[src/rtl/bpa_ram.sv]
// ============================================================================
// bpa_ram
// Generic single write port, single read port RAM with registered read.
// ============================================================================
`default_nettype none

module bpa_ram #(
    parameter int WIDTH = 8,
    parameter int DEPTH = 16
) (
    input  wire logic                     i_clk,
    input  wire logic                     i_we,
    input  wire logic [$clog2(DEPTH)-1:0] i_waddr,
    input  wire logic [WIDTH-1:0]         i_wdata,
    input  wire logic [$clog2(DEPTH)-1:0] i_raddr,
    output logic      [WIDTH-1:0]         o_rdata
);

    logic [WIDTH-1:0] r_mem [DEPTH];

    always_ff @(posedge i_clk) begin
        if (i_we) begin
            r_mem[i_waddr] <= i_wdata;
        end
        o_rdata <= r_mem[i_raddr];
    end

endmodule

`default_nettype wire

[config.mk]
export PLATFORM = sky130hd
export DESIGN_NAME = bpa_ram
export DESIGN_NICKNAME = d
export VERILOG_FILES = /design/src/rtl/bpa_ram.sv
export SDC_FILE = /design/constraint.sdc
export NUM_CORES = 1
export LEC_CHECK = 0
export BUFFER_PORTS_ARGS = -buffer_cell sky130_fd_sc_hd__buf_2
export CAP_MARGIN = 10
export CORE_UTILIZATION = 55
export CTS_BUF_LIST = sky130_fd_sc_hd__clkbuf_8
export DETAILED_ROUTE_END_ITERATION = 16
export PLACE_DENSITY = 0.76
export SYNTH_ARGS = -nofsm -noshare
export SYNTH_HDL_FRONTEND = slang
export SYNTH_SLANG_ARGS = --single-unit
[constraint.sdc]
create_clock -name i_clk -period 1.9 [get_ports i_clk]
set_clock_uncertainty 0.05 [all_clocks]
set_input_delay 0.19 -clock i_clk [delete_from_list [all_inputs] [get_ports i_clk]]
set_output_delay 0.19 -clock i_clk [all_outputs]
set_load 0.01 [all_outputs]
==> Word-level counts from Yosys, hierarchy flattened <==
Memory sizes are Yosys's and may differ from the RTL's. A register that Yosys moved wholly into a read port is not among the register bits.
Index checks and enable logic that the tools add are counted.
{ "totals": {"elab_cells": 3, "memories": 1, "input_bits": 18, "ramBits": 128, "reg_bits": 0, "output_inout_bits": 8} }
{ "mem_list": {"columns": ["name", "words", "word_bits", "read_ports", "rd_ports_with_merged_regs", "write_ports", "line", "source"], "rows": [
  ["r_mem", 16, 8, 1, 1, 1, "19", "logic [WIDTH-1:0] r_mem [DEPTH];"]
]} }
{ "classes": {"n_mux": 2} }
{ "ops": {"columns": ["op", "n"], "rows": [
  ["$mux 1", 2]
]} }

==> Depth between registers and ports, before layout <==
Gate-level depths: netlist of the first run.
{ "logic_depth": {"ltp_word": 2, "depth_mapped": 5, "depth_no_buf": 3} }

==> Least setup slack after synthesis of the first run <==
Ideal clock, no wire load.
{ "synth_path": {"path_kind": "in2reg", "start": "in i_waddr[2]", "end": "mem r_mem[0][0] (enable)", "stages": 2, "path_buffers": 0, "setup_slack_ps": 167, "t_arrival_ps": 1300, "setup_time_ps": 383, "required_ps": 1467, "path_cell_list": "or3b_2 > nor3_1"} }
{ "synth_rtl": {"columns": ["element", "line", "source"], "rows": [
  ["start, declared", "13", "input wire logic [$clog2(DEPTH)-1:0] i_waddr,"],
  ["end, declared", "19", null]
]} }
No word-level cell before the write port.

==> out/summary.log, run 1 <==
[flow_run] Max Cap Violations 0
[hold_path] end point of the most critical hold path r_mem[0][7]
[drt] Initial DRT Pass Iterations 5
[yosys] average footprint of a synthesized cell 22.48 um^2
[timing] PnR worst setup slack 489.3 ps
[floorplan] die span in x 98.74 um
[cells_and_area] Inserted Diodes 0
[yosys] Netlist cell types 19
[hold_path] HP Start i_wdata[7]
[yosys] post-synthesis instance total 229
[timing] number of pins exceeding their max-slew limit in the final report 0
[place] DPL Wire Length 5.979 mm
[drt] vias per cell 6.007
[pwr] Final Total Pwr 6.101 mW
[drt] drt first-iter violations 201
[floorplan] Floorplan Core Area 8891 um^2
[timing] slew at the pin with the worst max-slew slack 643.4 ps
[drt] total number of vias 2433
[yosys] Synth area leader edfxtp_1
[yosys] area of the mapped netlist 5147 um^2
[global_route] GRT Residual Overflow 0
[pwr] part of the power in registers 55.3%
[place] placed cell areas 5492 um^2
[clock_tree] Max clock buf depth 2
[timing] final-report hold violation count 0
[drt] remaining design rule violation count 0
[clock_tree] Resized Gates After CTS 0
[pwr] IR drop worst, VDD 0.4712 mV
[worst_setup_path] data arrival time of the worst path 1670 ps
[pwr] part of the total power dissipated in combinational logic 5.0%
[worst_setup_path] sort of element at the end of the critical path flop
[global_route] number of antenna violations at the first check in global routing 0
[timing] Period minus WS final 1411 ps
[yosys] synthesized net count 247
[global_route] global-route wire length before repair 13.99 mm
[global_route] number of global-route vias before repair 2534
[timing] timing-limited maximum frequency 708.9 MHz
[yosys] top-area cell type share of the netlist area 74.67%
[timing] unrepaired setup endpoints after global routing no
[drt] post-detailed-route wirelength per cell 22.48 um
[cells_and_area] Final Instance Area 5906 um^2
[yosys] flip-flop cell with the highest count after synthesis edfxtp_1
[worst_setup_path] data required time of the worst path 2160 ps
[floorplan] DIE AREA 9750 um^2
[clock_tree] Clock Tree Root clkbuf_8
[clock_tree] total number of clock tree sinks 136
[pwr] total power per unit cell area 1033 nW/um^2
[pwr] proportion of total power due to net switching 20.67%
[yosys] Seq/Total Area, Yosys 77.78%
[clock_tree] number of setup buffers added after CTS 0
[clock_tree] H-tree depth reported by CTS 4
[timing] final setup vio count 0
[floorplan] number of rows created at floorplan 34
[yosys] share of synthesized flip-flops with an asynchronous set or reset 0%
[hold_path] hold depth 1
[clock_tree] clock transition time at the flip-flop clock pins of the worst setup and hold paths 70 ps
[pwr] part of the power in the clock network 39.7%
[cells_and_area] share of layout cells above drive strength 1 32.32%
[place] Placement Setup Slack 187.9 ps
[drt] number of antenna-violating nets in the routed design 0
[cells_and_area] area growth from synthesis to layout 14.73%
[clock_tree] number of buffers added by the clock tree synthesis step 17
[floorplan] initial core utilization 57.89%
[clock_tree] TritonCTS clock tree built
[yosys] cell types with the largest area share after synthesis edfxtp_1 75%, mux4_2 7.9%, mux4_1 7.1%, dfxtp_1 3.1%, a22oi_1 2.3%
[global_route] pin count of the biggest net entering global routing 33
[place] count of buffers inserted at the top-level ports 25
[place] cell count after placement 373
[floorplan] total I/O pin count 26
[clock_tree] clock latency at the later pin of the worst-skew pair 440 ps
[yosys] number of synthesis warnings 0
[worst_setup_path] kind of start point of the critical path flop
[worst_setup_path] highest fanout seen on the critical path 1
[pwr] static leakage 2.014 nW
[yosys] flop and latch count out of synthesis 136
[global_route] overall fraction of global-route tracks in use 20.96%
[place] last weighted congestion value of the routability-driven placer 0.7170
[cells_and_area] Util after Layout 66.42%
[worst_setup_path] worst reg2reg endpoint o_rdata[4]
[hold_path] worst hold-check path type in2reg
[timing] Slew Limit Headroom 56.95%
[yosys] number of synthesized flops with an enable pin 128
[clock_tree] cts hold-fix bufs 0
[floorplan] floorplan die height 98.74 um
[worst_setup_path] kind of critical path reg2reg
[worst_setup_path] depth of the most critical reg-to-reg path 3
[cells_and_area] number of nets in the final layout 302
[pwr] internal cell power 4.840 mW
[timing] final sum of negative setup slack 0 ps
[pwr] switching power of the nets 1.261 mW
[status] status complete, no violations
[timing] final period utilization 74.25%
[drt] final wirelength 9.105 mm
[worst_setup_path] slack of the worst reg-to-reg path 490 ps
[cells_and_area] Post-Layout Cell Count 405
[worst_setup_path] launch instance of the worst register-to-register path r_mem[9][4]
[timing] Worst Hold Slack 76.43 ps
## cell usage after synthesis, drive strengths merged (2+ instances only)
master and count:
nor2 13, nand2 9, mux4 32, buf 7
dfxtp 8, a22oi 16, clkdlybuf4s25 3, edfxtp 128
nand2b 2, nand3b 2, nor3 4
## cell usage in the layout (no fill, tap or decap)
| cell type | count |
|---|---|
| mux4_2 | 18 |
| nand3_1 | 1 |
| or3b_2 | 1 |
| clkbuf_8 | 19 |
| a22oi_1 | 16 |
| buf_4 | 20 |
| nand3b_1 | 2 |
| bufinv_16 | 3 |
| and2b_1 | 1 |
| mux4_1 | 14 |
| buf_2 | 25 |
| nor2b_1 | 1 |
| buf_12 | 1 |
| inv_1 | 1 |
| nand2_1 | 9 |
| nand2b_1 | 2 |
| clkinvlp_4 | 4 |
| clkinv_2 | 4 |
| edfxtp_1 | 128 |
| dfxtp_1 | 8 |
| inv_6 | 1 |
| and2_1 | 1 |
| nor3_1 | 4 |
| nor2_1 | 13 |
## sequential cells by signal, summed over array words and instances, names as in the netlist
| signal | flops |
|---|---|
| o_rdata | 8 |
| r_mem | 128 |
## worst max-delay path, stage by stage, from the launching register on
cell and delay, ps:
edfxtp_1 360, mux4_1 510, a22oi_1 240, nand2_1 120
## power by group through the flow
stage	Combinational [mW]	Sequential [mW]	Clock [mW]
6_report	0.307	3.37	2.42
5_1_grt	0.332	3.38	2.57
4_1_cts	0.314	3.37	2.44
3_5_place_dp	0.314	3.44	0
3_3_place_gp	0.302	3.44	0
2_1_floorplan	0.170	3.44	0
## worst max path at each step
stage                       from     endpoint
floorplan             i_waddr[2]  r_mem[0][0]
global placement      i_raddr[0]   o_rdata[4]
detailed placement    i_raddr[0]   o_rdata[4]
CTS                  r_mem[9][4]   o_rdata[4]
global route        r_mem[10][1]   o_rdata[1]
finish               r_mem[9][4]   o_rdata[4]
## cells by family (layout without fill, tap and decap cells)
logic type	Yosys count	after routing	share of synthesized area (%)
muxes	32	32	15.02
and+or+nand+nor	35	35	3.184
buffers and inverters	10	78	1.677
DFF	136	136	77.78
AOI/OAI and AO/OA	16	16	2.334
## layer usage
layer | vias to the layer above | part of all wire (%) | GRT usage, %
met5 | - | 0 | 0
met4 | 0 | 1.6 | 8.037
met3 | 13 | 6.3 | 7.163
met2 | 98 | 52 | 34.16
met1 | 1240 | 40 | 26.24
li1 | 1082 | - | -
## area by class of cell
class,instances,area (um^2)
clock buffer,19,261.5
clock inverter,13,152.6
fill,574,2985
multi-input combinational,83,1057
sequential,136,4004
tap,108,135.1
timing repair buffer,46,295.3
Power figures use the tool's default switching activity.
==> inputs of run 2 (changes only) <==
==> constraint.sdc (replaced) <==
create_clock -name i_clk -period 1.32 [get_ports i_clk]
set_clock_uncertainty 0.05 [all_clocks]
set_input_delay 0.132 -clock i_clk [delete_from_list [all_inputs] [get_ports i_clk]]
set_output_delay 0.132 -clock i_clk [all_outputs]
set_load 0.01 [all_outputs]
==> run 2 against run 1 <==
Compared with the run above:
- the run now ends with setup timing left
- cell area grew 2.4%
- setup slack worse by 520 ps
- count of clock-buffer cells in the layout unchanged
- register-to-register slack lost 520 ps
- via count up 2.6%
- non-clock buffer count rose by 7
- combinational power rose by 64%
- flip-flop and latch count unchanged
- worst hold slack got worse by 24 ps
- fmax is 4.6% higher
- critical endpoint is now o_rdata[1]
==> out/summary.log, run 2 (same netlist as run 1, synthesis figures left out) <==
[worst_setup_path] number of buffers and inverters on the critical path 0
[cells_and_area] commonest non-fill, non-tap cells in the layout 128 x edfxtp_1, 31 x mux4_2, 25 x buf_2, 25 x buf_4, 19 x clkbuf_8
[pwr] part of the power in registers 52.8%
[clock_tree] cts hold-fix bufs 0
[place] cell count after placement 380
[timing] timing-limited maximum frequency 741.3 MHz
[place] DPL Wire Length 6.152 mm
[pwr] total power per unit cell area 1520 nW/um^2
[cells_and_area] flip-flop count of the largest register after layout 128
[place] last weighted congestion value of the routability-driven placer 0.7708
[clock_tree] Max clock buf depth 2
[timing] PnR worst setup slack -28.92 ps
[pwr] internal cell power 7.396 mW
[drt] post-detailed-route wirelength per cell 23.24 um
[global_route] pin count of the biggest net entering global routing 22
[worst_setup_path] Worst path max stage delay 480 ps
[clock_tree] clock transition time at the flip-flop clock pins of the worst setup and hold paths 80 ps
[cells_and_area] top flop regs r_mem x128, o_rdata x8
[worst_setup_path] data required time of the worst path 1550 ps
[place] count of buffers inserted at the top-level ports 25
[drt] number of antenna-violating nets in the routed design 0
[pwr] part of the total power dissipated in combinational logic 5.5%
[place] Placement Setup Slack -297.7 ps
[floorplan] number of rows created at floorplan 34
[clock_tree] total number of clock tree sinks 136
[pwr] proportion of total power due to net switching 19.59%
[clock_tree] number of buffers added by the clock tree synthesis step 17
[global_route] number of antenna violations at the first check in global routing 1
[cells_and_area] Inserted Diodes 0
[worst_setup_path] highest fanout seen on the critical path 1
[pwr] Final Total Pwr 9.197 mW
[drt] remaining design rule violation count 0
[clock_tree] TritonCTS clock tree built
[worst_setup_path] sort of element at the end of the critical path flop
[drt] Initial DRT Pass Iterations 4
[floorplan] die span in x 98.74 um
[floorplan] initial core utilization 57.89%
[timing] Period minus WS final 1349 ps
[global_route] overall fraction of global-route tracks in use 21.94%
[clock_tree] Clock Tree Root clkbuf_8
[cells_and_area] most common cell after layout, fill and taps aside edfxtp_1
[cells_and_area] Post-Layout Cell Count 412
[timing] final setup vio count 1
[pwr] static leakage 2.042 nW
[clock_tree] clock latency at the later pin of the worst-skew pair 410 ps
[worst_setup_path] kind of cell adding the most delay to the critical path multiplexers
[timing] final-report hold violation count 0
[drt] total number of vias 2497
[pwr] IR drop worst, VDD 0.7973 mV
[timing] final period utilization 102.2%
[worst_setup_path] cell breakdown of the critical path mux4_2 -> a22oi_1 -> nand2_1
[worst_setup_path] kind of critical path reg2reg
[cells_and_area] area growth from synthesis to layout 17.53%
[floorplan] Floorplan Core Area 8891 um^2
[timing] number of pins exceeding their max-slew limit in the final report 0
[floorplan] total I/O pin count 26
[drt] vias per cell 6.061
[cells_and_area] largest register by flop count r_mem
[pwr] switching power of the nets 1.801 mW
[floorplan] floorplan die height 98.74 um
[clock_tree] number of setup buffers added after CTS 0
[worst_setup_path] slowest library cell on the worst path mux4_2
[timing] Slew Limit Headroom 37.61%
[status] status finished with violations
[drt] drt first-iter violations 154
[global_route] global-route wire length before repair 14.86 mm
[worst_setup_path] kind of start point of the critical path flop
[drt] final wirelength 9.573 mm
[cells_and_area] number of nets in the final layout 309
[worst_setup_path] data arrival time of the worst path 1580 ps
[clock_tree] H-tree depth reported by CTS 4
[hold_path] worst hold-check path type in2reg
[timing] unrepaired setup endpoints after global routing yes
[floorplan] DIE AREA 9750 um^2
[cells_and_area] share of layout cells above drive strength 1 42.43%
[status] failing checks setup timing
[global_route] GRT Residual Overflow 0
[cells_and_area] filler cell count in the final layout 524
[pwr] part of the power in the clock network 41.7%
[timing] slew at the pin with the worst max-slew slack 934.0 ps
[global_route] number of global-route vias before repair 2586
[flow_run] Max Cap Violations 0
[run 2: cell count changes in the layout (fill, tap and decap cells not counted), moves of 5 or more]
cell	change
mux4_2	+13
mux4_1	-13
buf_4	+5
a22oi_1	-10
a22oi_2	+10
[run 2: path summary, 6_finish.rpt]
kind                                   from          end  slack [ps]  depth (start not counted)
worst min-delay path             i_wdata[2]  r_mem[2][2]          50                          1
worst max register to register  r_mem[8][1]   o_rdata[1]         -30                          3
worst max-delay path            r_mem[8][1]   o_rdata[1]         -30                          3
worst min register to register  r_mem[5][4]   o_rdata[4]         640                          3
[run 2: final cells by class]
cell class                 instances  area (um^2)  area share [%]
clock buffer                      19        261.5           4.323
clock inverter                    13        202.7           3.351
multi-input combinational         83         1074           17.75
sequential                       136         4004           66.18
tap                              108        135.1           2.234
timing repair buffer              53        372.9           6.163
[run 2: power groups by stage]
stage | combinational (mW) | sequential [mW] | clock, mW
6_report | 0.502 | 4.86 | 3.84
3_3_place_gp | 0.463 | 4.95 | 0
3_5_place_dp | 0.473 | 4.95 | 0
2_1_floorplan | 0.249 | 4.95 | 0
4_1_cts | 0.500 | 4.86 | 3.88
5_1_grt | 0.541 | 4.86 | 4.09
[run 2: worst reg2reg max path: stages, from the launching register on]
cell and delay [ps]:
edfxtp_1 390, mux4_2 480, a22oi_1 210, nand2_1 100
[run 2: timing repair]
action                     4_1_cts  5_1_grt
pin swaps                        7        4
setup endpoints to repair        7        8
gates resized for setup         16        7
[run 2: per-stage QoR]
| step | util [%] | hold WS, ps | TNS, ps | area (um^2) |
|---|---|---|---|---|
| 6_report | 68.04 | 51.96 | -28.92 | 6050 |
| 5_1_grt | 68.04 | 33.22 | -184.8 | 6050 |
| 4_1_cts | 68.04 | 30.10 | -99.58 | 6050 |
| 3_5_place_dp | 62.81 | 474.8 | -6600 | 5584 |
| 3_3_place_gp | 62.81 | 472.2 | -5335 | 5584 |
| 2_1_floorplan | - | 180.9 | -3967 | 5170 |
[run 2: metal layers]
metal	share of wire [%]	up-vias	global-route usage, %
li1	-	1080	-
met1	40	1282	30.06
met2	51	120	35.61
met3	7.5	13	5.319
met4	1.4	2	6.544
met5	0.14	-	0
