[src/rtl/bpa_pkg.sv]
// ============================================================================
// bpa_pkg
// Shared constants, types and index helpers for the buddy page allocator.
// ============================================================================
`default_nettype none

package bpa_pkg;

    localparam int LOG2_PAGES     = 10;
    localparam int RESERVED_ORDER = 0;

    localparam int PAGES   = 1 << LOG2_PAGES;
    localparam int LEVELS  = LOG2_PAGES + 1;
    localparam int NODES   = 2 * PAGES;
    localparam int PG_W    = LOG2_PAGES;
    localparam int LNK_W   = LOG2_PAGES + 1;
    localparam int NODE_W  = LOG2_PAGES + 1;
    localparam int LVL_W   = $clog2(LEVELS);
    localparam int RES_ORD = (RESERVED_ORDER > LOG2_PAGES) ? LOG2_PAGES : RESERVED_ORDER;
    localparam int RES_LVL = LOG2_PAGES - RES_ORD;

    // Port payload widths.
    localparam int OP_W   = 1;
    localparam int ORD_W  = 4;
    localparam int PIDX_W = 10;
    localparam int STAT_W = 2;
    localparam int FREE_W = 11;

    localparam logic [LNK_W-1:0] NIL = LNK_W'(PAGES);

    typedef enum logic [OP_W-1:0] {
        OP_ALLOC = 1'b0,
        OP_FREE  = 1'b1
    } t_op;

    typedef enum logic [STAT_W-1:0] {
        STAT_OK        = 2'd0,
        STAT_BAD_ORDER = 2'd1,
        STAT_NO_BLOCK  = 2'd2
    } t_status;

    typedef enum logic [3:0] {
        S_INIT, S_IDLE, S_SEARCH, S_SPLIT_NODE, S_SPLIT_NEXT, S_ALLOC_END,
        S_MRG_RD, S_MRG_CHK, S_MRG_NEXT, S_FREE_END,
        S_RM_RD, S_RM_WR, S_INS1, S_INS2, S_DONE
    } t_state;

    typedef struct packed {
        logic             we;
        logic [PG_W-1:0]  addr;
        logic [LNK_W-1:0] data;
    } t_lnk_wr;

    typedef struct packed {
        logic              we;
        logic [NODE_W-1:0] addr;
        logic              data;
    } t_node_wr;

    function automatic logic [NODE_W-1:0] node_of(logic [PG_W-1:0] p, logic [LVL_W-1:0] l);
        logic [LVL_W-1:0] sh;
        sh = LVL_W'(LOG2_PAGES) - l;
        return ((NODE_W'(1) << l) - NODE_W'(1)) + (NODE_W'(p) >> sh);
    endfunction

    function automatic logic [PG_W-1:0] buddy_of(logic [PG_W-1:0] p, logic [LVL_W-1:0] l);
        logic [LVL_W-1:0] sh;
        sh = LVL_W'(LOG2_PAGES) - l;
        return p ^ (PG_W'(1) << sh);
    endfunction

endpackage

`default_nettype wire

[src/rtl/bpa_if.sv]
// ============================================================================
// bpa_in_if / bpa_out_if
// Request and response channels of the buddy page allocator.
// ============================================================================
`default_nettype none

interface bpa_in_if import bpa_pkg::*; ();
    logic              valid;
    logic              ready;
    logic [OP_W-1:0]   operation;
    logic [ORD_W-1:0]  block_order;
    logic [PIDX_W-1:0] page_index;

    modport source (output valid, operation, block_order, page_index, input ready);
    modport sink   (input valid, operation, block_order, page_index, output ready);
endinterface

interface bpa_out_if import bpa_pkg::*; ();
    logic              valid;
    logic              ready;
    logic [STAT_W-1:0] status;
    logic [PIDX_W-1:0] result_page;
    logic [FREE_W-1:0] free_pages;

    modport source (output valid, status, result_page, free_pages, input ready);
    modport sink   (input valid, status, result_page, free_pages, output ready);
endinterface

`default_nettype wire

[src/rtl/bpa_ctrl.sv]
// ============================================================================
// bpa_ctrl
// Request sequencer: list heads, free count and the read-modify-write
// steps on the link and node memories, plus the response register.
// ============================================================================
`default_nettype none

module bpa_ctrl import bpa_pkg::*; (
    input  wire logic         i_clk,
    input  wire logic         i_rst_n,
    bpa_in_if.sink            i_req,
    bpa_out_if.source         o_rsp,
    output t_lnk_wr           o_nxt_wr,
    output t_lnk_wr           o_prv_wr,
    output logic [PG_W-1:0]   o_lnk_raddr,
    input  wire logic [LNK_W-1:0] i_nxt_rd,
    input  wire logic [LNK_W-1:0] i_prv_rd,
    output t_node_wr          o_node_wr,
    output logic [NODE_W-1:0] o_node_raddr,
    input  wire logic         i_node_rd
);

    t_state             r_state, n_state, r_ret, n_ret;
    logic [LNK_W-1:0]   r_head [LEVELS];
    logic [LNK_W-1:0]   n_head [LEVELS];
    logic [LNK_W-1:0]   r_count, n_count;
    logic [NODE_W-1:0]  r_clr, n_clr;
    logic [ORD_W-1:0]   r_ord, n_ord;
    logic [LVL_W-1:0]   r_l, n_l, r_sl, n_sl;
    logic [PG_W-1:0]    r_p, n_p, r_blk, n_blk, r_page, n_page;
    t_status            r_stat, n_stat;
    logic               r_ov, n_ov;
    logic [STAT_W-1:0]  r_ostat, n_ostat;
    logic [PIDX_W-1:0]  r_opage, n_opage;
    logic [FREE_W-1:0]  r_ofree, n_ofree;

    always_ff @(posedge i_clk) begin
        if (!i_rst_n) begin
            r_state <= S_INIT;
            r_ret   <= S_IDLE;
            r_clr   <= '0;
            r_ov    <= 1'b0;
            r_count <= LNK_W'(PAGES - (1 << RES_ORD));
            for (int i = 0; i < LEVELS; i++) begin
                r_head[i] <= (i >= 1 && i <= RES_LVL) ? LNK_W'(PAGES >> i) : NIL;
            end
        end else begin
            r_state <= n_state;
            r_ret   <= n_ret;
            r_clr   <= n_clr;
            r_ov    <= n_ov;
            r_count <= n_count;
            r_head  <= n_head;
        end
        r_ord   <= n_ord;
        r_l     <= n_l;
        r_sl    <= n_sl;
        r_p     <= n_p;
        r_blk   <= n_blk;
        r_page  <= n_page;
        r_stat  <= n_stat;
        r_ostat <= n_ostat;
        r_opage <= n_opage;
        r_ofree <= n_ofree;
    end

    assign o_lnk_raddr = r_p;
    assign o_node_raddr = node_of(buddy_of(r_blk, r_sl), r_sl);
    assign i_req.ready = (r_state == S_IDLE);
    assign o_rsp.valid = r_ov;
    assign o_rsp.status = r_ostat;
    assign o_rsp.result_page = r_opage;
    assign o_rsp.free_pages = r_ofree;

    always_comb begin
        logic [LNK_W-1:0]   head;
        logic [LNK_W-1:0]   sz;
        logic [LNK_W:0]     sum;
        logic [PG_W-1:0]    p_in;
        logic [PG_W-1:0]    bd;
        logic [LVL_W-1:0]   l_in;
        logic [ORD_W-1:0]   ord_in;

        n_state = r_state;
        n_ret   = r_ret;
        n_head  = r_head;
        n_count = r_count;
        n_clr   = r_clr;
        n_ord   = r_ord;
        n_l     = r_l;
        n_sl    = r_sl;
        n_p     = r_p;
        n_blk   = r_blk;
        n_page  = r_page;
        n_stat  = r_stat;
        n_ov    = r_ov && !o_rsp.ready;
        n_ostat = r_ostat;
        n_opage = r_opage;
        n_ofree = r_ofree;
        o_nxt_wr  = '0;
        o_prv_wr  = '0;
        o_node_wr = '0;

        head   = r_head[r_sl];
        sz     = LNK_W'(1) << r_ord;
        sum    = {1'b0, r_count} + {1'b0, sz};
        ord_in = i_req.block_order;
        l_in   = LVL_W'(LOG2_PAGES) - LVL_W'(ord_in);
        p_in   = PG_W'(i_req.page_index)
                 & ~((PG_W'(1) << ord_in) - PG_W'(1));
        bd     = buddy_of(r_blk, r_sl);

        case (r_state)
            S_INIT: begin
                // Clearing pass over the node bitmap and both link memories.
                o_node_wr.we   = 1'b1;
                o_node_wr.addr = r_clr;
                o_node_wr.data = (r_clr != '0) && ((r_clr & (r_clr + NODE_W'(1))) == '0);
                o_nxt_wr.we    = !r_clr[NODE_W-1];
                o_nxt_wr.addr  = r_clr[PG_W-1:0];
                o_nxt_wr.data  = NIL;
                o_prv_wr       = o_nxt_wr;
                n_clr          = r_clr + NODE_W'(1);
                if (r_clr == NODE_W'(NODES - 1)) begin
                    n_state = S_IDLE;
                end
            end
            S_IDLE: begin
                if (i_req.valid) begin
                    n_ord  = ord_in;
                    n_l    = l_in;
                    n_sl   = l_in;
                    n_page = '0;
                    n_blk  = p_in;
                    if (32'(ord_in) > LOG2_PAGES) begin
                        n_stat  = STAT_BAD_ORDER;
                        n_state = S_DONE;
                    end else if (t_op'(i_req.operation) == OP_ALLOC) begin
                        n_state = S_SEARCH;
                    end else begin
                        n_state = S_MRG_RD;
                    end
                end
            end
            S_SEARCH: begin
                if (!head[LNK_W-1]) begin
                    n_blk = head[PG_W-1:0];
                    n_p   = head[PG_W-1:0];
                    if (r_sl == r_l) begin
                        n_state = S_ALLOC_END;
                    end else begin
                        n_ret   = S_SPLIT_NODE;
                        n_state = S_RM_RD;
                    end
                end else if (r_sl == '0) begin
                    n_stat  = STAT_NO_BLOCK;
                    n_state = S_DONE;
                end else begin
                    n_sl = r_sl - LVL_W'(1);
                end
            end
            S_SPLIT_NODE: begin
                if (r_sl == r_l) begin
                    // The final split half goes onto its list and is then taken.
                    n_p     = r_blk;
                    n_ret   = S_ALLOC_END;
                    n_state = S_INS1;
                end else begin
                    o_node_wr.we   = 1'b1;
                    o_node_wr.addr = node_of(r_blk, r_sl);
                    o_node_wr.data = 1'b1;
                    n_state        = S_SPLIT_NEXT;
                end
            end
            S_SPLIT_NEXT: begin
                o_node_wr.we   = 1'b1;
                o_node_wr.addr = node_of(buddy_of(r_blk, r_sl + LVL_W'(1)), r_sl + LVL_W'(1));
                o_node_wr.data = 1'b0;
                n_p     = buddy_of(r_blk, r_sl + LVL_W'(1));
                n_sl    = r_sl + LVL_W'(1);
                n_ret   = S_SPLIT_NODE;
                n_state = S_INS1;
            end
            S_ALLOC_END: begin
                o_node_wr.we   = 1'b1;
                o_node_wr.addr = node_of(r_blk, r_l);
                o_node_wr.data = 1'b1;
                n_count = (r_count > sz) ? r_count - sz : '0;
                n_stat  = STAT_OK;
                n_page  = r_blk;
                n_p     = r_blk;
                n_sl    = r_l;
                n_ret   = S_DONE;
                n_state = S_RM_RD;
            end
            S_MRG_RD: begin
                n_state = (r_sl == '0) ? S_FREE_END : S_MRG_CHK;
            end
            S_MRG_CHK: begin
                if (i_node_rd) begin
                    n_state = S_FREE_END;
                end else begin
                    o_node_wr.we   = 1'b1;
                    o_node_wr.addr = node_of(bd, r_sl);
                    o_node_wr.data = 1'b1;
                    n_p     = bd;
                    n_ret   = S_MRG_NEXT;
                    n_state = S_RM_RD;
                end
            end
            S_MRG_NEXT: begin
                if (bd < r_blk) begin
                    n_blk = bd;
                end
                n_sl    = r_sl - LVL_W'(1);
                n_state = S_MRG_RD;
            end
            S_FREE_END: begin
                o_node_wr.we   = 1'b1;
                o_node_wr.addr = node_of(r_blk, r_sl);
                o_node_wr.data = 1'b0;
                n_count = (sum > (LNK_W + 1)'(PAGES)) ? LNK_W'(PAGES) : sum[LNK_W-1:0];
                n_stat  = STAT_OK;
                n_p     = r_blk;
                n_ret   = S_DONE;
                n_state = S_INS1;
            end
            S_RM_RD: begin
                // Link reads for r_p are issued in this cycle.
                n_state = head[LNK_W-1] ? r_ret : S_RM_WR;
            end
            S_RM_WR: begin
                if (head == {1'b0, r_p}) begin
                    n_head[r_sl] = i_nxt_rd;
                end
                o_prv_wr.we   = !i_nxt_rd[LNK_W-1];
                o_prv_wr.addr = i_nxt_rd[PG_W-1:0];
                o_prv_wr.data = i_prv_rd;
                o_nxt_wr.we   = !i_prv_rd[LNK_W-1];
                o_nxt_wr.addr = i_prv_rd[PG_W-1:0];
                o_nxt_wr.data = i_nxt_rd;
                n_state       = r_ret;
            end
            S_INS1: begin
                o_prv_wr.we   = !head[LNK_W-1];
                o_prv_wr.addr = head[PG_W-1:0];
                o_prv_wr.data = {1'b0, r_p};
                o_nxt_wr.we   = 1'b1;
                o_nxt_wr.addr = r_p;
                o_nxt_wr.data = head;
                n_state       = S_INS2;
            end
            S_INS2: begin
                o_prv_wr.we   = 1'b1;
                o_prv_wr.addr = r_p;
                o_prv_wr.data = NIL;
                n_head[r_sl]  = {1'b0, r_p};
                n_state       = r_ret;
            end
            S_DONE: begin
                if (!r_ov || o_rsp.ready) begin
                    n_ov    = 1'b1;
                    n_ostat = r_stat;
                    n_opage = PIDX_W'(r_page);
                    n_ofree = FREE_W'(r_count);
                    n_state = S_IDLE;
                end
            end
            default: begin
                n_state = S_IDLE;
            end
        endcase
    end

endmodule

`default_nettype wire

[src/flat_wrapper.sv]
// flat-port wrapper written by rule: the top's interface ports become plain ports
module bpa_ctrl_flat import bpa_pkg::*;
  (i_clk, i_rst_n, o_nxt_wr, o_prv_wr, o_lnk_raddr, i_nxt_rd, i_prv_rd, o_node_wr, o_node_raddr, i_node_rd, i_req_valid, i_req_operation, i_req_block_order, i_req_page_index, i_req_ready, o_rsp_valid, o_rsp_status, o_rsp_result_page, o_rsp_free_pages, o_rsp_ready);
  bpa_in_if i_req_i ();
  bpa_out_if o_rsp_i ();
  input  wire logic i_clk;
  input  wire logic i_rst_n;
  output t_lnk_wr o_nxt_wr;
  output t_lnk_wr o_prv_wr;
  output logic [PG_W-1:0] o_lnk_raddr;
  input  wire logic [LNK_W-1:0] i_nxt_rd;
  input  wire logic [LNK_W-1:0] i_prv_rd;
  output t_node_wr o_node_wr;
  output logic [NODE_W-1:0] o_node_raddr;
  input  wire logic i_node_rd;
  input wire logic [$bits(i_req_i.valid)-1:0] i_req_valid;
  input wire logic [$bits(i_req_i.operation)-1:0] i_req_operation;
  input wire logic [$bits(i_req_i.block_order)-1:0] i_req_block_order;
  input wire logic [$bits(i_req_i.page_index)-1:0] i_req_page_index;
  output wire logic [$bits(i_req_i.ready)-1:0] i_req_ready;
  output wire logic [$bits(o_rsp_i.valid)-1:0] o_rsp_valid;
  output wire logic [$bits(o_rsp_i.status)-1:0] o_rsp_status;
  output wire logic [$bits(o_rsp_i.result_page)-1:0] o_rsp_result_page;
  output wire logic [$bits(o_rsp_i.free_pages)-1:0] o_rsp_free_pages;
  input wire logic [$bits(o_rsp_i.ready)-1:0] o_rsp_ready;
  assign i_req_i.valid = i_req_valid;
  assign i_req_i.operation = i_req_operation;
  assign i_req_i.block_order = i_req_block_order;
  assign i_req_i.page_index = i_req_page_index;
  assign i_req_ready = i_req_i.ready;
  assign o_rsp_valid = o_rsp_i.valid;
  assign o_rsp_status = o_rsp_i.status;
  assign o_rsp_result_page = o_rsp_i.result_page;
  assign o_rsp_free_pages = o_rsp_i.free_pages;
  assign o_rsp_i.ready = o_rsp_ready;
  bpa_ctrl u_core (.i_clk(i_clk), .i_rst_n(i_rst_n), .i_req(i_req_i), .o_rsp(o_rsp_i), .o_nxt_wr(o_nxt_wr), .o_prv_wr(o_prv_wr), .o_lnk_raddr(o_lnk_raddr), .i_nxt_rd(i_nxt_rd), .i_prv_rd(i_prv_rd), .o_node_wr(o_node_wr), .o_node_raddr(o_node_raddr), .i_node_rd(i_node_rd));
endmodule
[config.mk]
export PLATFORM = sky130hd
export DESIGN_NAME = bpa_ctrl_flat
export DESIGN_NICKNAME = d
export VERILOG_FILES = /design/src/rtl/bpa_pkg.sv /design/src/rtl/bpa_if.sv /design/src/rtl/bpa_ctrl.sv /design/src/flat_wrapper.sv
export SDC_FILE = /design/constraint.sdc
export NUM_CORES = 1
export LEC_CHECK = 0
export ABC_AREA = 1
export BUFFER_PORTS_ARGS = -buffer_cell sky130_fd_sc_hd__buf_2
export CAP_MARGIN = 0
export CORE_ASPECT_RATIO = 1.75
export CORE_MARGIN = 8
export CORE_UTILIZATION = 40
export CTS_CLUSTER_DIAMETER = 200
export DETAILED_ROUTE_END_ITERATION = 8
export SETUP_SLACK_MARGIN = 0.2
export SYNTH_ARGS = -nofsm -noshare
export SYNTH_HDL_FRONTEND = slang
export SYNTH_SLANG_ARGS = --single-unit
[constraint.sdc]
create_clock -name i_clk -period 15.8 [get_ports i_clk]
set_input_delay 3.95 -clock i_clk [delete_from_list [all_inputs] [get_ports i_clk]]
set_output_delay 3.95 -clock i_clk [all_outputs]
set_load 0.02 [all_outputs]
After elaboration in Yosys (flattened, before gate mapping):

Cells that the tools add are included.

* add/sub/neg operators: 17
* $lt $le $gt $ge: 6
* eq/ne operators: 31
* shifts and indexed selects: 11
* mux-type cells: 55
* bitwise operators: 6
* reduce and logical (&&, ||, !) cells: 34

Operators with widths (number)
* 121-bit bitwise mux: 2
* 121-bit case mux with 2 select lines: 1
* 121-bit 2-to-1 mux: 1
* 22-bit case mux with 4 select lines: 1
* 13-bit case mux with 6 select lines: 1
* 4-bit 2-to-1 mux: 17
* 22-bit case mux with 3 select lines: 1
* 10-bit 2-to-1 mux: 6
* 11-bit 2-to-1 mux: 5
* 4-bit case mux with 13 select lines: 1
* 10-bit case mux with 5 select lines: 1
* 11-bit adder: 4
* 11-bit binary-select mux with 4-bit select: 1
* 11-bit demux with 4-bit select: 1
* 1-bit by 4-bit << shifter with 11-bit output, first input constant: 4
* 10-bit by 4-bit >> shifter with 11-bit output: 4
* 4-bit case mux with 5 select lines: 2
* 11-bit by 1-bit subtractor with 11-bit output, second input constant: 3
* 10-bit case mux with 3 select lines: 1
* 1-bit by 4-bit << shifter with 10-bit output, first input constant: 3
* 4-bit equality test, second input constant: 7
* 13-bit 2-to-1 mux: 2
* 11-bit case mux with 2 select lines: 1
* 10-bit case mux with 2 select lines: 1
* 44 further kinds: 89

* register bits: 219
* output and inout bits: 103
* logic and storage cells: 186

Longest topological paths before layout:

* word-level depth: 8
* mapped depth: 37
* gate-level depth less buffers: 33

Worst setup path before layout:

OpenSTA, ideal clock, no wires.

* path kind: register to output
* from: register u_core.r_sl[0]
* to: output port o_node_wr[10] in the netlist's numbering
* arrival time: 4879 ps
* required time: 11850 ps
* slack: 6971 ps
* stages on the path, launching flop included: 35
* path through: edfxtp_1 > buf_4 > inv_2 > buf_2 > clkbuf_1 > ha_1 > clkbuf_1 > inv_1 > nor2_1 > nor2_1 > inv_1 > nand2_1 > nand2_1 > nor2_2 > nand2_1 > xor2_1 > o21ai_1 > nand2_1 > nand3_1 > nand3_1 > ha_1 > inv_1 > ha_1 > fa_1 > nand3_1 > nand2_1 > nand2_1 > nand2_1 > a21oi_1 > nor2_1 > o21ai_0 > nand2_1 > a21oi_1 > o21ai_0 > nand4_1

RTL lines
* start, declared: line bpa_ctrl.sv:29 `logic [LVL_W-1:0] r_l, n_l, r_sl, n_sl;`
* start signal, assigned: line bpa_ctrl.sv:57 `r_sl <= n_sl;`
* end, declared: line flat_wrapper.sv:13 `output t_node_wr o_node_wr;`

==> flow_summary.ini <==
[status]
outcome = completed

[timing]
grt_setup_unrepaired = no
fmax_mhz = 91.51
fin_tns_setup_ps = 0
hold_viol = 0
setup-violations-final = 0
post-route-min-period_ps = 10930
clock_skew_ps = 9.669
slew_violations = 0
post-route-period-util_pct = 69.16
fin_ws_ps = 4873
holdWs_ps = 423.2
tightest_slew_ps = 1185
relSlewSlack_pct = 20.99

[clocking]
ctsHoldBuffers = 0
ctsRootBufferMaster = clkbuf_16
clockBufferDepth = 3
post_cts_resize_count = 0
clk_pin_slew_worst_paths_ps = 70
ctsHtreeMaxLevel = 1
cts_tree = built
cts_setup_buffers = 0
cts_buffers = 23
clock-sinks = 218
worstSkewPairLatency_ps = 520

[routing]
via_per_inst = 5.517
dr.pass1.iters = 6
num_vias = 19027
wl_per_cell_um = 21.39
drt_iter0_drc = 1683
drc = 0
ant_nets = 0
routed_wl_mm = 73.78

[synthesis]
synth_area_mm2 = 0.01778
avgSynthCellArea_um2 = 6.376
ys_seq_area_share_pct = 28.27
synth_top_area_share_pct = 17.12
synth_seq_cells = 218
yosysMostFrequentCell = nand2_1
synth_cells = 2788
async_flop_share_pct = 0
synth_common_cells = nand2_1, inv_1, nor2_1
yosysWarnings = 0
synthTopCellsByArea = dfxtp_1, nand2_1, edfxtp_1
synth.distinct_cells = 55
synth_nets = 2958
synth_edf_count = 66
post-synth-top-area-cell = dfxtp_1
synth_flop_cell = dfxtp_1

[layout]
seqCellArea_mm2 = 0.005025
multi_input_area_mm2 = 0.01072
nets = 3032
drive_above_1_share_pct = 8.968
area_growth_pct = 9.825
fill_cells = 4734
n_antenna_cell = 0

[worst_setup_path]
crit_slowest_cell = nor2_1
endpoint_kind = output port
path_common_cell = nand2_1
worstPathMaxFanout = 31
crit_required_ps = 11850
crit_path_start_kind = register
crit_arrival_ps = 6980
crit_type = register to output port
worstRegToRegCells = 18
max_stage_delay_ps = 650

[place]
pre_cts_ws_ps = 5533
hpwl_mm = 56.84
io_buffers = 144
gp_congestion = 0.9845

[pwr]
p_total_uw = 1170
p_leak_uw = 0.009276
power_density_mw_per_mm2 = 59.90
ir_worst_vdd_mv = 0.06645

[grt]
antenna_found_initial = 1
grt_overflow = 0
grt_max_degree = 130
grt_pass1_vias = 18219
grt_pass1_wl_mm = 110.3
grt.total_usage_pct = 27.73

[hold_path]
hold_path_class = register to register
hold_depth = 0

[floorplanning]
chipHeight_um = 294.9
dieArea_mm2 = 0.05171
die_w_um = 175.4
rows = 102
core_mm2 = 0.04403
start_util_pct = 40.38
pin_count = 145

[run]
max-cap-violations = 0
==> placed cells by master, fill, tap and decap left out, types with 4 or more instances in the layout <==
cell type,instances
a22oi_1,7
a21o_1,6
nor4_1,7
clkinv_2,6
o21ai_1,6
o211ai_1,22
o221ai_1,8
nand2_1,770
nand4_1,44
a31oi_1,4
a21oi_1,193
nor2_1,291
edfxtp_1,66
buf_2,143
nor2_2,9
a221oi_1,5
nor3_1,27
o2111ai_1,11
xor2_1,38
o21bai_1,5
nand3_1,266
a21oi_2,5
inv_1,341
o21ai_0,147
or2_2,8
buf_4,34
o22ai_1,24
inv_2,9
clkinv_1,16
xnor2_1,14
fa_1,6
clkbuf_16,23
nand3b_1,6
nand3_2,6
dfxtp_1,152
ha_1,122
==> state kept, by name, summed over array words and instances, names as in the netlist, 10 cells and up <==
| name | flops |
|---|---|
| u_core.r_blk | 10 |
| u_core.o_rsp.result_page | 10 |
| u_core.r_page | 10 |
| u_core.r_count | 11 |
| u_core.o_lnk_raddr | 10 |
| u_core.o_rsp.free_pages | 11 |
| u_core.r_head | 121 |
| u_core.r_clr | 11 |
==> worst max-delay path, delay by kind of cell, from the launching register on <==
kind | cells | cell delay [ps]
AO/OA/AOI/OAI | 5 | 810
XOR/XNOR | 1 | 200
adder cells (fa/ha/maj) | 4 | 1450
buffers and inverters | 6 | 1380
flip-flops | 1 | 410
AND/OR/NAND/NOR | 17 | 2180
==> layer usage <==
layer | GRT usage, % | routed length, um | vias to the layer above
met5 | 0 | 0 | -
met4 | 20.23 | 6064 | 0
met3 | 2.667 | 3640 | 179
met2 | 50.47 | 37380 | 653
met1 | 29.34 | 26700 | 8962
li1 | - | - | 9233
==> cells by family (layout without fill, tap and decap cells) <==
kind of cell               after synthesis  count (layout)  share of synthesized area (%)
and+or+nand+nor                       1443            1443                          33.95
buffers and inverters                  493             582                          11.59
AOI/OAI and AO/OA                      453             453                          14.32
muxes                                    1               1                        0.05631
DFF                                    218             218                          28.27
xor gates and xnor gates                52              52                          2.562
adders and majority gates              128             128                          9.262
==> power breakdown <==
| part | leakage, uW | switching [uW] | internal (uW) |
|---|---|---|---|
| Combinational | 0.00708 | 41.5 | 16.8 |
| Sequential | 0.00183 | 0.920 | 575 |
| Clock | 0.000365 | 237 | 299 |
| Total | 0.00928 | 279 | 890 |
==> final timing paths <==
kind	from	slack (ps)	endpoint
worst max-delay path	u_core.r_sl[0]	4870	o_node_wr[10]
worst min-delay path	u_core.r_stat[1]	420	u_core.o_rsp.status[1]
worst max register to register	u_core.r_sl[0]	10830	u_core.r_head[48]
worst min register to register	u_core.r_stat[1]	420	u_core.o_rsp.status[1]
==> metrics by stage <==
step	area (um2)	util, %	cells
3_3_place_gp	18810	42.71	3409
3_5_place_dp	18810	42.71	3409
6_report	19520	44.34	3449
5_1_grt	19520	44.34	3449
4_1_cts	19520	44.34	3449
2_1_floorplan	17780	-	2788
==> final cells by class <==
cell class | instances | share of cell area (%)
Tap cell | 572 | 3.666
Multi-Input combinational cell | 2077 | 54.93
Clock inverter | 11 | 0.4614
Sequential cell | 218 | 25.74
Timing Repair Buffer | 177 | 4.973
Clock buffer | 29 | 3.217
Inverter | 365 | 7.017
Note: power is estimated with default switching activity, not from simulation.
